<file path="src/hdl/rgab_pkg.sv">
// Shared types and constants for the run-length glyph alpha blender.
`default_nettype none

package rgab_pkg;

	// Absolute surface coordinates are 13 bits wide
	localparam int ABS_BITS = 13;

	// Configuration port geometry
	localparam int CFG_DATA_BITS = 32;
	localparam int CFG_ADDR_BITS = 5;
	localparam int CFG_IDX_BITS  = 3;

	// Configuration register indexes (byte address is 4 * index)
	localparam logic [CFG_IDX_BITS-1:0] REG_ORIGIN_X       = 3'd0;
	localparam logic [CFG_IDX_BITS-1:0] REG_ORIGIN_Y       = 3'd1;
	localparam logic [CFG_IDX_BITS-1:0] REG_SURFACE_WIDTH  = 3'd2;
	localparam logic [CFG_IDX_BITS-1:0] REG_SURFACE_HEIGHT = 3'd3;
	localparam logic [CFG_IDX_BITS-1:0] REG_INK_COLOR      = 3'd4;

	// Code byte values with a special meaning
	localparam logic [7:0] ESCAPE_CODE = 8'h00;
	localparam logic [7:0] END_CODE    = 8'hFF;

	// Input request: one code byte and the pixel under the cursor
	typedef struct packed {
		logic [7:0]  code_byte;
		logic [31:0] background_pixel;
	} code_item_t;

	// Result request: optional pixel write plus cursor after the step
	typedef struct packed {
		logic                write_enable;
		logic [ABS_BITS-1:0] write_x;
		logic [ABS_BITS-1:0] write_y;
		logic [31:0]         blended_pixel;
		logic [ABS_BITS-1:0] next_x;
		logic [ABS_BITS-1:0] next_y;
		logic                glyph_done;
	} pixel_item_t;

endpackage

`default_nettype wire

</file>
<file path="src/hdl/rgab_if.sv">
// Valid/ready channel interfaces for code bytes and pixel results.
`default_nettype none

interface rgab_code_if;
	logic                    valid;
	logic                    ready;
	rgab_pkg::code_item_t    data;

	modport source (output valid, output data, input ready);
	modport sink (input valid, input data, output ready);
endinterface

interface rgab_pixel_if;
	logic                    valid;
	logic                    ready;
	rgab_pkg::pixel_item_t   data;

	modport source (output valid, output data, input ready);
	modport sink (input valid, input data, output ready);
endinterface

`default_nettype wire

</file>
<file path="src/hdl/rle_glyph_alpha_blend.sv">
// Run-length alpha-mask glyph blender: parser, cursor and per-byte pixel blend.
//
//   channel   dir   handshake       payload
//   codes     in    valid/ready     code_byte, background_pixel
//   writes    out   valid/ready     write_enable, write_x/y, blended_pixel,
//                                   next_x/y, glyph_done
//   apb       in    psel/penable    origin, surface size, ink color
//
// One code byte per cycle sustained while writes.ready is high; a result passes through
// the input register, then the result register. The parser/cursor update is a loop on
// the mode and offset registers, which sets the rate.
// Reset clears parse state, offsets, configuration and both valid flags.
// codes.ready drops only while both the input and result registers are full
// and writes.ready is low.
`default_nettype none

module rle_glyph_alpha_blend #(
	parameter int GLYPH_WIDTH  = 6,
	parameter int GLYPH_HEIGHT = 11,
	parameter int COORD_BITS   = 12
) (
	input  wire logic                               clk,
	input  wire logic                               arst_n,
	input  wire logic                               psel,
	input  wire logic                               penable,
	input  wire logic                               pwrite,
	input  wire logic [rgab_pkg::CFG_ADDR_BITS-1:0] paddr,
	input  wire logic [rgab_pkg::CFG_DATA_BITS-1:0] pwdata,
	output logic      [rgab_pkg::CFG_DATA_BITS-1:0] prdata,
	output logic                                    pready,
	rgab_code_if.sink                               codes,
	rgab_pixel_if.source                            writes
);

	localparam int ABS_W  = rgab_pkg::ABS_BITS;
	localparam int SUM_W  = (COORD_BITS > ABS_W) ? COORD_BITS : ABS_W;
	localparam int BOX_W  = ABS_W + 1;

	typedef enum logic [2:0] {
		MODE_NORMAL,
		MODE_ESC,
		MODE_PEND_ROW,
		MODE_PEND_ROW_ZERO,
		MODE_DONE
	} mode_t;

	// Configuration registers
	logic [11:0] origin_x_q;
	logic [11:0] origin_y_q;
	logic [12:0] surface_width_q;
	logic [12:0] surface_height_q;
	logic [31:0] ink_color_q;

	// Input register
	rgab_pkg::code_item_t item_s1;
	logic                 valid_s1;

	// Parse state and result register
	mode_t                 mode_q;
	logic [COORD_BITS-1:0] col_off_q;
	logic [COORD_BITS-1:0] row_off_q;
	rgab_pkg::pixel_item_t out_q;
	logic                  out_valid_q;

	// Combinational next values
	mode_t                 mode_d;
	logic [COORD_BITS-1:0] col_d;
	logic [COORD_BITS-1:0] row_d;
	logic [COORD_BITS-1:0] col_wr;
	logic                  do_alpha;
	logic                  done_d;
	logic                  box_ok;
	logic [31:0]           blended;
	rgab_pkg::pixel_item_t result_d;

	logic [rgab_pkg::CFG_IDX_BITS-1:0] cfg_idx;
	logic                              cfg_write;
	logic                              adv_s1;
	logic                              take_in;

	// APB write/read decode
	assign pready    = 1'b1;
	assign cfg_idx   = paddr[rgab_pkg::CFG_ADDR_BITS-1:2];
	assign cfg_write = psel && penable && pwrite && pready;

	always_comb begin
		case (cfg_idx)
			rgab_pkg::REG_ORIGIN_X:       prdata = 32'(origin_x_q);
			rgab_pkg::REG_ORIGIN_Y:       prdata = 32'(origin_y_q);
			rgab_pkg::REG_SURFACE_WIDTH:  prdata = 32'(surface_width_q);
			rgab_pkg::REG_SURFACE_HEIGHT: prdata = 32'(surface_height_q);
			rgab_pkg::REG_INK_COLOR:      prdata = ink_color_q;
			default:                      prdata = '0;
		endcase
	end

	always_ff @(posedge clk or negedge arst_n) begin
		if (!arst_n) begin
			origin_x_q       <= '0;
			origin_y_q       <= '0;
			surface_width_q  <= '0;
			surface_height_q <= '0;
			ink_color_q      <= '0;
		end else if (cfg_write) begin
			case (cfg_idx)
				rgab_pkg::REG_ORIGIN_X:       origin_x_q       <= pwdata[11:0];
				rgab_pkg::REG_ORIGIN_Y:       origin_y_q       <= pwdata[11:0];
				rgab_pkg::REG_SURFACE_WIDTH:  surface_width_q  <= pwdata[12:0];
				rgab_pkg::REG_SURFACE_HEIGHT: surface_height_q <= pwdata[12:0];
				rgab_pkg::REG_INK_COLOR:      ink_color_q      <= pwdata;
				default: ;
			endcase
		end
	end

	// Flow control: stage 1 advances when the result register is free or drains
	assign adv_s1       = valid_s1 && (!out_valid_q || writes.ready);
	assign codes.ready  = !valid_s1 || adv_s1;
	assign take_in      = codes.valid && codes.ready;
	assign writes.valid = out_valid_q;
	assign writes.data  = out_q;

	// Capture the request
	always_ff @(posedge clk or negedge arst_n) begin
		if (!arst_n) begin
			valid_s1 <= 1'b0;
			item_s1  <= '0;
		end else begin
			if (take_in) begin
				item_s1 <= codes.data;
			end
			valid_s1 <= take_in || (valid_s1 && !adv_s1);
		end
	end

	// Glyph box must lie inside the surface for any write
	assign box_ok = (BOX_W'(origin_x_q) + BOX_W'(GLYPH_WIDTH) <= BOX_W'(surface_width_q)) &&
		(BOX_W'(origin_y_q) + BOX_W'(GLYPH_HEIGHT) <= BOX_W'(surface_height_q));

	// Parse the code byte and move the cursor
	always_comb begin
		logic [COORD_BITS-1:0] col0;
		logic [COORD_BITS-1:0] row0;
		logic [COORD_BITS-1:0] code_ext;
		mode_t                 mode0;
		logic [7:0]            code;

		code     = item_s1.code_byte;
		code_ext = COORD_BITS'(code);
		// a finished glyph restarts at the origin
		if (mode_q == MODE_DONE) begin
			col0  = '0;
			row0  = '0;
			mode0 = MODE_NORMAL;
		end else begin
			col0  = col_off_q;
			row0  = row_off_q;
			mode0 = mode_q;
		end
		col_wr   = col0;
		row_d    = row0;
		mode_d   = mode0;
		do_alpha = 1'b0;
		done_d   = 1'b0;
		case (mode0)
			MODE_ESC: begin
				if (code != rgab_pkg::ESCAPE_CODE) begin
					col_wr = col0 + code_ext;
					mode_d = MODE_NORMAL;
				end else begin
					mode_d = MODE_PEND_ROW;
				end
			end
			MODE_PEND_ROW: begin
				if (code != rgab_pkg::ESCAPE_CODE) begin
					row_d    = row0 + COORD_BITS'(1);
					col_wr   = '0;
					do_alpha = 1'b1;
					mode_d   = MODE_NORMAL;
				end else begin
					mode_d = MODE_PEND_ROW_ZERO;
				end
			end
			MODE_PEND_ROW_ZERO: begin
				if (code == rgab_pkg::END_CODE) begin
					done_d = 1'b1;
					mode_d = MODE_DONE;
				end else begin
					// commit the held-back row, then treat as skip or new row
					row_d  = row0 + COORD_BITS'(1);
					col_wr = code_ext;
					if (code != rgab_pkg::ESCAPE_CODE) begin
						mode_d = MODE_NORMAL;
					end else begin
						mode_d = MODE_PEND_ROW;
					end
				end
			end
			default: begin
				if (code != rgab_pkg::ESCAPE_CODE) begin
					do_alpha = 1'b1;
				end else begin
					mode_d = MODE_ESC;
				end
			end
		endcase
		col_d = do_alpha ? col_wr + COORD_BITS'(1) : col_wr;
	end

	// Blend each byte toward the ink color
	always_comb begin
		logic [8:0]  alpha;
		logic [15:0] diff;
		logic [15:0] prod;

		alpha = {1'b0, item_s1.code_byte} + 9'(item_s1.code_byte[7]);
		for (int i = 0; i < 4; i++) begin
			diff = {8'h00, ink_color_q[8*i +: 8]} - {8'h00, item_s1.background_pixel[8*i +: 8]};
			prod = 16'(alpha * diff);
			blended[8*i +: 8] = item_s1.background_pixel[8*i +: 8] + prod[15:8];
		end
	end

	// Assemble the result
	always_comb begin
		logic [SUM_W-1:0] wx_sum;
		logic [SUM_W-1:0] wy_sum;
		logic [SUM_W-1:0] nx_sum;
		logic [SUM_W-1:0] ny_sum;

		wx_sum = SUM_W'(origin_x_q) + SUM_W'(col_wr);
		wy_sum = SUM_W'(origin_y_q) + SUM_W'(row_d);
		nx_sum = SUM_W'(origin_x_q) + SUM_W'(col_d);
		ny_sum = SUM_W'(origin_y_q) + SUM_W'(row_d);

		result_d = '0;
		if (do_alpha && box_ok) begin
			result_d.write_enable  = 1'b1;
			result_d.write_x       = wx_sum[ABS_W-1:0];
			result_d.write_y       = wy_sum[ABS_W-1:0];
			result_d.blended_pixel = blended;
		end
		result_d.next_x     = nx_sum[ABS_W-1:0];
		result_d.next_y     = ny_sum[ABS_W-1:0];
		result_d.glyph_done = done_d;
	end

	// Hold parse state and the result register
	always_ff @(posedge clk or negedge arst_n) begin
		if (!arst_n) begin
			mode_q      <= MODE_NORMAL;
			col_off_q   <= '0;
			row_off_q   <= '0;
			out_valid_q <= 1'b0;
			out_q       <= '0;
		end else begin
			if (adv_s1) begin
				mode_q      <= mode_d;
				col_off_q   <= col_d;
				row_off_q   <= row_d;
				out_q       <= result_d;
				out_valid_q <= 1'b1;
			end else if (writes.ready) begin
				out_valid_q <= 1'b0;
			end
		end
	end

	// A delivered write implies the glyph box lies inside the surface
	assert property (@(posedge clk) disable iff (!arst_n)
		(out_valid_q && out_q.write_enable) |-> box_ok)
		else $error("write issued while glyph box is outside the surface");

	// An end marker completes the glyph in the next result
	assert property (@(posedge clk) disable iff (!arst_n)
		(adv_s1 && mode_q == MODE_PEND_ROW_ZERO && item_s1.code_byte == rgab_pkg::END_CODE)
		|=> (mode_q == MODE_DONE && out_valid_q && out_q.glyph_done && !out_q.write_enable))
		else $error("end marker did not finish the glyph");

	// Requests stall only when both registers are full and the sink is stalled
	assert property (@(posedge clk) disable iff (!arst_n)
		!codes.ready |-> (valid_s1 && out_valid_q && !writes.ready))
		else $error("input stalled without back pressure");

endmodule

`default_nettype wire
</file>
<file path="src/flat_wrapper.sv">
// flat-port wrapper written by rule: the top's interface ports become plain ports
module rle_glyph_alpha_blend_flat 
#(
	parameter int GLYPH_WIDTH  = 6,
	parameter int GLYPH_HEIGHT = 11,
	parameter int COORD_BITS   = 12
)
  (clk, arst_n, psel, penable, pwrite, paddr, pwdata, prdata, pready, codes_valid, codes_data, codes_ready, writes_valid, writes_data, writes_ready);
  rgab_code_if codes_i ();
  rgab_pixel_if writes_i ();
  input  wire logic clk;
  input  wire logic arst_n;
  input  wire logic psel;
  input  wire logic penable;
  input  wire logic pwrite;
  input  wire logic [rgab_pkg::CFG_ADDR_BITS-1:0] paddr;
  input  wire logic [rgab_pkg::CFG_DATA_BITS-1:0] pwdata;
  output logic      [rgab_pkg::CFG_DATA_BITS-1:0] prdata;
  output logic pready;
  input wire logic [$bits(codes_i.valid)-1:0] codes_valid;
  input wire logic [$bits(codes_i.data)-1:0] codes_data;
  output wire logic [$bits(codes_i.ready)-1:0] codes_ready;
  output wire logic [$bits(writes_i.valid)-1:0] writes_valid;
  output wire logic [$bits(writes_i.data)-1:0] writes_data;
  input wire logic [$bits(writes_i.ready)-1:0] writes_ready;
  assign codes_i.valid = codes_valid;
  assign codes_i.data = codes_data;
  assign codes_ready = codes_i.ready;
  assign writes_valid = writes_i.valid;
  assign writes_data = writes_i.data;
  assign writes_i.ready = writes_ready;
  rle_glyph_alpha_blend #(.GLYPH_WIDTH(GLYPH_WIDTH), .GLYPH_HEIGHT(GLYPH_HEIGHT), .COORD_BITS(COORD_BITS)) u_core (.clk(clk), .arst_n(arst_n), .psel(psel), .penable(penable), .pwrite(pwrite), .paddr(paddr), .pwdata(pwdata), .prdata(prdata), .pready(pready), .codes(codes_i), .writes(writes_i));
endmodule
</file>
<file path="config.mk">
export PLATFORM = sky130hd
export DESIGN_NAME = rle_glyph_alpha_blend_flat
export DESIGN_NICKNAME = d
export VERILOG_FILES = /design/src/hdl/rgab_pkg.sv /design/src/hdl/rgab_if.sv /design/src/hdl/rle_glyph_alpha_blend.sv /design/src/flat_wrapper.sv
export SDC_FILE = /design/constraint.sdc
export NUM_CORES = 1
export LEC_CHECK = 0
export ABC_AREA = 1
export ABC_CLOCK_PERIOD_IN_PS = 7800
export BUFFER_PORTS_ARGS = -buffer_cell sky130_fd_sc_hd__clkbuf_2
export CAP_MARGIN = 5
export CORE_MARGIN = 4
export CORE_UTILIZATION = 35
export CTS_CLUSTER_SIZE = 25
export DETAILED_ROUTE_END_ITERATION = 7
export GPL_TIMING_DRIVEN = 1
export HOLD_SLACK_MARGIN = 0.02
export REMOVE_ABC_BUFFERS = 1
export SYNTH_ARGS = -nofsm -noshare
export SYNTH_HDL_FRONTEND = slang
export SYNTH_SLANG_ARGS = --single-unit
</file>
<file path="constraint.sdc">
create_clock -name clk -period 7.8 [get_ports clk]
set_clock_uncertainty 0.15 [all_clocks]
set_input_delay 2.34 -clock clk [delete_from_list [all_inputs] [get_ports clk]]
set_output_delay 2.34 -clock clk [all_outputs]
set_load 0.05 [all_outputs]
</file>
==> results.txt <==
outcome: finished, final reports clean
die height: 279 um
nets@finish: 4151
final WL: 73.9 mm
final core occ: 0.405
most common cell after layout, fill and taps aside: nand2_1
Initial Utilization: 0.353
antenna violations before repair: 3
Peak Freq: 137 MHz
worst min-delay path class: reg -> reg
Sink Count: 237
1st-iter DRT viols: 1363
most frequent CP cell: fa_1
CP max stage delay: 550 ps
Buffers & Inverters on Critical Path: 7
Hold Fails Final Rpt: 0
number of synthesized flops with an enable pin: 0
fin worst setup slack: 484 ps
Detailed Place HPWL: 58.7 mm
core area: 73000 um^2
GP Congestion: 0.924
Worst-Skew Late Latency: 560 ps
register area share after synthesis: 0.230
fin. max-slew vios: 0
# rows: 99
# hold bufs at CTS: 0
critical path type: reg -> reg
die area: 78100 um^2
# fillers: 7458
Synth Flop Type: dfrtp_1
Sum Neg Setup Slack: 0 ps
routed via count: 21900
vias in the first global route: 21800
fin crit share: 0.938
Layout area overhead: 14.5%
delay-heaviest family, CP: adder cells
first-pass GRT wire length: 119 mm
slowest CP cell: fa_1
share of layout cells above drive strength 1: 0.110
maximum root-to-sink buffer count: 3
DIE WIDTH: 279 um
YS warnings: 0
total gr overflow: 0
Worst Setup Start Kind: flop
Reg clk slew, reported paths: 60 ps
largest net degree at the start of global routing: 163
DRT antenna net count: 0
most frequent cells in the layout: 761 x nand2_1, 654 x inv_1, 282 x nor2_1, 255 x fa_1, 237 x dfrtp_1
Via density: 4.78
CTS tree: done
minimum clock period: 7320 ps
clock root cell: clkbuf_16
Avg Inst Size Synth: 7.66 um^2
Slew headroom: 0.404
drt wl/cell: 16.2 um
Netlist cell types: 52
WHS: 327 ps
ys async rst share: 1.00
Setup-failing EPs final: 0
total CTS buffers: 34
cell count after synthesis: 3367
mapped cell area: 25800 um^2
CP Data Arrival Time: 7550 ps
RSZ-0062 raised after global routing: no
Worst Tran Pin Value: 894 ps
flops & latches, synth: 237
Global Route Usage Sum: 0.189
H-Tree Depth: 2
DRC: 0
critical path peak fanout: 7
Port-buffer cells: 201
Initial DRT Pass Iterations: 5
max-cap violation count: 0
CP endpoint kind: flop
IO Pins: 205
DP Worst Slack: 373 ps
Worst Path Required: 8030 ps
[final cells by class]
cell class | count | area [um^2] | share of cell area
multi-input combinational | 2369 | 17100 | 0.578
sequential | 237 | 5930 | 0.201
inverter | 677 | 2550 | 0.0864
timing repair buffer | 268 | 1560 | 0.0530
tap | 959 | 1200 | 0.0406
clock buffer | 44 | 960 | 0.0325
clock inverter | 17 | 250 | 0.00847
antenna | 2 | 5.00 | 0.000169
[metal layers]
layer,track usage,wire length [um]
met1,0.262,34000
met5,0,0
met2,0.318,34500
met3,0.0248,3670
met4,0.0447,1720
[metrics by stage]
step           cells  instance area, um^2
2_1_floorplan   3283                25500
3_3_place_gp    4505                28200
3_5_place_dp    4505                28200
4_1_cts         4566                29400
5_1_grt         4573                29500
6_report        4573                29500
[flip-flops by register name (all words and copies together) (netlist names)]
register and flops:
u_core.mode_q 3, u_core.item_s1 40, u_core.surface_height_q 13, u_core.ink_color_q 32, u_core.origin_y_q 12, u_core.surface_width_q 13, u_core.row_off_q 12, u_core.valid_s1 1
u_core.writes.data 86, u_core.col_off_q 12, u_core.writes.valid 1, u_core.origin_x_q 12
[Yosys cell counts, drive strengths merged, types with 2 or more instances]
library cell,instances,share of area
fa,256,0.20
nor3,18,0.0035
a211oi,6,0.0017
o31ai,7,0.0020
buf,10,0.0018
mux2,5,0.0022
a221oi,15,0.0051
ha,224,0.11
nand4,28,0.0068
o21bai,3,0.00087
clkbuf,74,0.011
nor4,5,0.0012
a21o,11,0.0032
o211ai,3,0.00087
a31oi,12,0.0029
o221ai,2,0.00068
nand3b,15,0.0044
or2,8,0.0019
dfrtp,237,0.23
o32ai,2,0.00068
a21boi,4,0.0012
clkinv,3,0.00049
a31o,2,0.00068
xnor2,49,0.017
xor2,88,0.030
and2,7,0.0017
o22ai,12,0.0029
nor3b,2,0.00058
nor2,295,0.044
a21oi,163,0.032
inv,674,0.098
nand2,771,0.11
o21a,4,0.0012
and3,2,0.00049
a22oi,2,0.00078
o21ai,242,0.047
nand3,101,0.020
[final timing paths]
| check | from | to | slack, ps | cells after the start |
|---|---|---|---|---|
| min in group asynchronous | arst_n | u_core.writes.data[57] | 1650 | 1 |
| max in group asynchronous | arst_n | u_core.writes.data[22] | 4520 | 2 |
| max | u_core.item_s1[8] | u_core.writes.data[40] | 480 | 31 |
| max reg2reg | u_core.item_s1[8] | u_core.writes.data[40] | 480 | 31 |
| min | u_core.writes.data[85] | u_core.writes.data[85] | 330 | 2 |
| min reg2reg | u_core.writes.data[85] | u_core.writes.data[85] | 330 | 2 |
[repair_timing]
action                     CTS  global route
gates resized for setup      0            18
buffers inserted             0             5
setup endpoints to repair    0             5
[cells by family (layout without fill, tap and decap cells)]
logic type	count (synthesis)	count (layout)	share of synthesized area
compound gates	494	494	0.105
mux	5	5	0.00218
flops	237	237	0.230
other cells	1	3	0.000145
simple gates	1252	1252	0.197
buf+inv	761	1006	0.111
xor+xnor	137	137	0.0465
fa+ha+maj	480	480	0.307
[tightest hold or removal path, cell delays in order (launching register included)]
cell     delay, ps
dfrtp_1        340
nand2_1         50
nand2_1         50
Power is not shown: default switching activity piles up to over one toggle a cycle in this logic, so the estimate is an artifact.
